--- src/iphc_context_table_macros.svh ---
// Assertion macros used by the context table back end.
`ifndef IPHC_CONTEXT_TABLE_MACROS_SVH
`define IPHC_CONTEXT_TABLE_MACROS_SVH
// Check that an antecedent implies a consequent on the next clock edge.
`define IPHC_ASSERT_NEXT(label, clk, rst_n, ante, cons, msg) \
  label: assert property (@(posedge clk) disable iff (!rst_n) (ante) |=> (cons)) \
    else $error(msg);
// Check that a condition holds at every clock edge outside reset.
`define IPHC_ASSERT_ALWAYS(label, clk, rst_n, cond, msg) \
  label: assert property (@(posedge clk) disable iff (!rst_n) (cond)) else $error(msg);
`endif

--- src/iphc_pkg.sv ---
`default_nettype none
package iphc_pkg;
  localparam int unsigned TableEntriesDefault = 16;
  localparam int unsigned FullLen = 128;
  localparam logic [15:0] SolicitAt = 16'd5;

  localparam logic [1:0] ModePrefix = 2'd0;
  localparam logic [1:0] ModeId     = 2'd1;
  localparam logic [1:0] ModeUpdate = 2'd2;
  localparam logic [1:0] ModeTick   = 2'd3;

  localparam logic [1:0] StatusHit    = 2'd0;
  localparam logic [1:0] StatusMiss   = 2'd1;
  localparam logic [1:0] StatusReject = 2'd2;
  localparam logic [1:0] StatusDelete = 2'd3;

  typedef struct packed {
    logic [1:0]  mode;
    logic [63:0] addr_high;
    logic [63:0] addr_low;
    logic [3:0]  ctx_id;
    logic [7:0]  prefix_len;
    logic [15:0] lifetime;
    logic [7:0]  flags;
    logic [2:0]  device_id;
  } req_t;

  typedef struct packed {
    logic [1:0]  status;
    logic [3:0]  entry_id;
    logic [63:0] entry_prefix_high;
    logic [63:0] entry_prefix_low;
    logic [7:0]  entry_prefix_len;
    logic [7:0]  entry_flags;
    logic [2:0]  entry_device;
    logic [15:0] entry_lifetime;
    logic [15:0] solicit_mask;
    logic [15:0] expired_mask;
  } rsp_t;

  // True when a and b agree over the first len bits; lengths above 128 count as 128.
  function automatic logic prefix_eq(logic [127:0] a, logic [127:0] b, logic [7:0] len);
    logic [127:0] m;
    m = '1;
    if (len < 8'd128) begin
      m = ~({128{1'b1}} >> len);
    end
    return ((a ^ b) & m) == '0;
  endfunction
endpackage
`default_nettype wire

--- src/iphc_front.sv ---
`default_nettype none
// Front end: two-entry request queue between the input channel and the scan engine.
module iphc_front import iphc_pkg::*; (
  input  wire logic clk_i,
  input  wire logic rst_ni,
  input  wire logic in_valid,
  output logic      in_ready,
  input  req_t      in_data,
  output logic      q_valid_o,
  input  wire logic q_pop_i,
  output req_t      q_data_o
);
  req_t       mem_q [2];
  logic       wr_q, rd_q;
  logic [1:0] cnt_q;
  logic       push, pop;

  assign in_ready  = cnt_q != 2'd2;
  assign push      = in_valid && in_ready;
  assign pop       = q_pop_i && q_valid_o;
  assign q_valid_o = cnt_q != 2'd0;
  assign q_data_o  = mem_q[rd_q];

  // Pointer and fill count update.
  always_ff @(posedge clk_i or negedge rst_ni) begin
    if (!rst_ni) begin
      wr_q <= 1'b0;
      rd_q <= 1'b0;
      cnt_q <= 2'd0;
    end else begin
      if (push) wr_q <= ~wr_q;
      if (pop) rd_q <= ~rd_q;
      cnt_q <= cnt_q + {1'b0, push} - {1'b0, pop};
    end
  end

  // Payload storage.
  always_ff @(posedge clk_i) begin
    if (push) mem_q[wr_q] <= in_data;
  end
endmodule
`default_nettype wire

--- config.mk ---
export PLATFORM = sky130hd
export DESIGN_NAME = iphc_front
export DESIGN_NICKNAME = d
export VERILOG_FILES = /design/src/iphc_context_table_macros.svh /design/src/iphc_pkg.sv /design/src/iphc_front.sv
export SDC_FILE = /design/constraint.sdc
export NUM_CORES = 1
export LEC_CHECK = 0
export ABC_CLOCK_PERIOD_IN_PS = 18700
export BUFFER_PORTS_ARGS = -buffer_cell sky130_fd_sc_hd__buf_2
export CELL_PAD_IN_SITES_DETAIL_PLACEMENT = 1
export CELL_PAD_IN_SITES_GLOBAL_PLACEMENT = 2
export CORE_ASPECT_RATIO = 1.25
export CORE_UTILIZATION = 40
export CTS_BUF_LIST = sky130_fd_sc_hd__clkbuf_4 sky130_fd_sc_hd__clkbuf_8
export CTS_CLUSTER_SIZE = 28
export DETAILED_ROUTE_END_ITERATION = 12
export HOLD_SLACK_MARGIN = 0.05
export MAX_ROUTING_LAYER = met4
export PLACE_DENSITY = 0.85
export SLEW_MARGIN = 10
export SYNTH_ARGS = -nofsm -noshare
export SYNTH_HDL_FRONTEND = slang
export SYNTH_SLANG_ARGS = --single-unit
--- constraint.sdc ---
create_clock -name clk_i -period 18.7 [get_ports clk_i]
set_clock_uncertainty 0.15 [all_clocks]
set_input_delay 0 -clock clk_i [delete_from_list [all_inputs] [get_ports clk_i]]
set_output_delay 0 -clock clk_i [all_outputs]
set_load 0.005 [all_outputs]
==> run summary, run 1 <==
setup bufs post-CTS - 0
syn nets - 718
row count - 72
CTS H-Tree Depth - 2
initial core utilization - 0.410
synthesized flop and latch total - 342
Die W - 162 um
post-synthesis sequential area ratio - 0.801
Ys Warns - 0
synth top area cells - edfxtp_1 (79%), mux2_4 (12%), mux2_2 (6.1%)
EDFF count, synth - 338
Synth Area per Inst - 23.6 sq um
Clock Sink Count - 342
DIE HEIGHT - 202 um
status - stopped before the end
Main synth FF type - edfxtp_1
area leader, netlist - edfxtp_1
cell area after synthesis - 12,800 sq um
num ports - 344
Clock Tree Root - clkbuf_8
Num CTS Buffers - 52
top-count cell post-synth - edfxtp_1
failing step - clock tree synthesis
CTS Hold Bufs - 276
PortBufs - 343
post-synthesis cell count - 543
Yosys top cell area share - 0.793
Run Error - [ERROR RSZ-0060] Max buffer count reached.
DP HPWL - 18,000 um
GPL Wtd Cong - 0.727
commonest cells in the netlist - edfxtp_1 (338), mux2_4 (100), mux2_2 (69), buf_6 (12), buf_2 (7)
post-synth cell types - 16
clock buffer depth - 3
CTS resizes - 0
ys async rst share - 0.0117
through the flow:
step / util / setup slack, ns / std cells / cell area [sq um] / hold WS [ns]
after global placement: 0.478 / 14.96 / 1280 / 14900 / -0.339
after floorplan: - / 10.22 / 543 / 12800 / -0.446
after detailed placement: 0.478 / 14.87 / 1280 / 14900 / -0.331
kinds of logic after synthesis:
family | after synthesis | synth area share
mux | 169 | 0.178
flops | 342 | 0.801
buf+inv | 20 | 0.0136
xor+xnor | 4 | 0.00274
fa+ha+maj | 2 | 0.00196
simple gates | 6 | 0.00254
==> run 2: changes to the inputs <==
CELL_PAD_IN_SITES_DETAIL_PLACEMENT = default   (was 1)
CELL_PAD_IN_SITES_GLOBAL_PLACEMENT = default   (was 2)
CORE_ASPECT_RATIO = default   (was 1.25)
CORE_UTILIZATION = 25   (was 40)
CTS_BUF_LIST = default   (was sky130_fd_sc_hd__clkbuf_4 sky130_fd_sc_hd__clkbuf_8)
CTS_CLUSTER_SIZE = default   (was 28)
HOLD_SLACK_MARGIN = default   (was 0.05)
MAX_ROUTING_LAYER = default   (was met4)
PLACE_DENSITY = default   (was 0.85)
PLACE_DENSITY_LB_ADDON = 0.15   (was default)
==> run 2 against run 1 <==
The run now ends clean. Synthesized cell count stayed put. Area after synthesis stayed put.
==> run summary, run 2 <==
Tot Pwr - 2.60 mW
Cell Pwr Density - 137 nW/um^2
Slew headroom - 0.401
Die W - 228 um (+41%)
main combinational cell family by area after synthesis - multiplexers
Startpoint Class - flip-flop
clk slew on worst S/H paths - 0.06 ns
top-count cell post-synth - edfxtp_1
Post-Synth XOR/XNOR Area - 0.00274 (unchanged)
Clock Tree Root - clkbuf_16
RSZ-0062 raised after global routing - false
post-synthesis sequential area ratio - 0.801 (unchanged)
min Tclk post-route - 3.63 ns
worst-path fanout max - 53
post-route ant nets - 0
Clk pwr share - 0.280
synth top area cells - edfxtp_1 (79%), mux2_4 (12%), mux2_2 (6.1%)
setup TNS - 0 ns
Gate power share - 0.295
cell area after synthesis - 12,800 sq um (unchanged)
period utilization - 0.194
Num CTS Buffers - 41 (-21%)
Switch Pwr - 722 uW
Int Power - 1.87 mW
final wirelength - 29,600 um
share of synthesized cell area in full adder, half adder and majority cells - 0.00196 (unchanged)
Worst Hold Depth - 2
largest registers - mem_q x338, cnt_q x2
Clock Sink Count - 342 (unchanged)
clock buffer depth - 3 (unchanged)
arrival time at the worst endpoint - 3.48 ns
DP HPWL - 18,600 um (+3.1%)
status - finished, final reports clean
Largest register FFs - 338
post-synthesis cell count - 543 (unchanged)
routed len/inst - 15.9 um
num ports - 344 (unchanged)
complex-gate fraction of the synthesized area - 0 (unchanged)
f_max - 276 MHz
Synth Area per Inst - 23.6 sq um (unchanged)
DR iter-0 viols - 235
Net Sw Frac - 0.278
Non-Filler Instances - 1,863
post-route cell area - 18,900 sq um
Core Util, Final - 0.376
DR vias/cell - 3.91
final hold slack - 0.0361 ns
placed cell area - 15,300 sq um (+2.3%)
Congestion Overflow GR - 0
PortBufs - 343 (unchanged)
Worst VDD drop - 0.0818 mV
Core ar. - 50,300 sq um
area share of and/or/nand/nor cells after synthesis - 0.00254 (unchanged)
Yosys top cell area share - 0.793 (unchanged)
R2R depth - 5
Area Growth Syn to Fin - 47.7%
CTS H-Tree Depth - 2 (unchanged)
DRT Pass-1 Iters - 4
final critical-path setup slack - 15.07 ns
share of cells above drive strength 1 - 0.486
overall routing resource usage - 0.113
Sequential Power Share - 0.425
syn nets - 718 (unchanged)
initial antenna violation count - 1
Worst setup EP type - output port
initial core utilization - 0.255 (-0.156)
type of the worst setup path - reg -> out
DRC viols - 0
EDFF count, synth - 338 (unchanged)
final slew viol count - 0
largest net degree at the start of global routing - 63
row count - 82 (+14%)
Layout Nets - 1,333
GPL Wtd Cong - 0.702 (-3.5%)
Main synth FF type - edfxtp_1
placed cell count - 1,547 (+21%)
worst-skew pair later-pin latency - 0.55 ns
pre-CTS setup slack - 15.42 ns (+0.555 ns)
first-pass GRT wire length - 45,700 um
WP data required - 18.55 ns
mux contribution to synthesized area - 0.178 (unchanged)
die area - 52,100 sq um
largest reg by FF count - mem_q
Hold Vio Cnt, Final - 0
ys async rst share - 0.0117 (unchanged)
vias in the first global route - 7,972
class of the worst hold path - in -> reg
most frequent cells in the layout - buf_2 (343), edfxtp_1 (338), dlygate4sd3_1 (240)
DIE HEIGHT - 228 um (+13%)
post-synth cell types - 16 (unchanged)
commonest non-fill, non-tap cell in the layout - buf_2
synthesized flop and latch total - 342 (unchanged)
via count - 7,278
final-report setup violation count - 0
Max Cap Viol - 0
commonest cells in the netlist - edfxtp_1 (338), mux2_4 (100), mux2_2 (69), buf_6 (12), buf_2 (7)
CTS tree - yes
Leak - 7.31 nW
area leader, netlist - edfxtp_1
Slew @ Worst Pin - 0.898 ns
Ys Warns - 0 (unchanged)
run 2: cell counts after synthesis:
No cell type changed its count.
run 2: power groups by stage:
stage,logic [mW],registers (mW),clock network (mW)
2_1_floorplan,0.474,1.13,0
3_3_place_gp,0.753,1.12,0
4_1_cts,0.795,1.10,0.759
5_1_grt,0.838,1.12,0.786
3_5_place_dp,0.750,1.12,0
6_report,0.767,1.10,0.726
run 2: layer usage:
layer  track usage  wire length [um]  vias up
li1              -                 -     3407
met1         0.137             12700     3584
met2         0.179             13600      235
met3        0.0465              2610       52
met4        0.0415               719        0
met5             0                 0        -
run 2: cell families after synthesis:
| logic type | Yosys count |
|---|---|
| xor gates and xnor gates | 4 |
| DFF | 342 |
| and+or+nand+nor | 6 |
| buffers and inverters | 20 |
| muxes | 169 |
| adders and majority gates | 2 |
run 2: what timing repair did:
item	4_1_cts	5_1_grt
hold endpoints to repair	368	0
hold buffers	240	0
resized for setup	0	0
buffers inserted	0	0
run 2: final cells by class:
| type | instances | area, sq um |
|---|---|---|
| Antenna cell | 1 | 2.50 |
| Clock buffer | 54 | 1070 |
| Clock inverter | 21 | 159 |
| Fill cell | 4820 | 31400 |
| Inverter | 1 | 3.75 |
| Multi-Input combinational cell | 181 | 2380 |
| Sequential cell | 342 | 10300 |
| Tap cell | 672 | 841 |
| Timing Repair Buffer | 591 | 4180 |
run 2: final timing paths:
| path | from | to | slack (ns) |
|---|---|---|---|
| worst max-delay path | rd_q | q_data_o[37] | 15.07 |
| worst min-delay path | in_data[38] | mem_q[1][38] | 0.04 |
| worst max register to register | cnt_q[1] | mem_q[0][92] | 15.47 |
| worst min register to register | cnt_q[0] | cnt_q[0] | 0.38 |
| max in group asynchronous | rst_ni | rd_q | 17.99 |
| min in group asynchronous | rst_ni | wr_q | 0.20 |
run 2: critical path: stages (launching register included):
cell,delay (ns)
dfrtp_4,0.74
buf_4,0.79
buf_4,0.75
mux2_2,0.41
buf_2,0.13
Power figures use the tool's default switching activity.
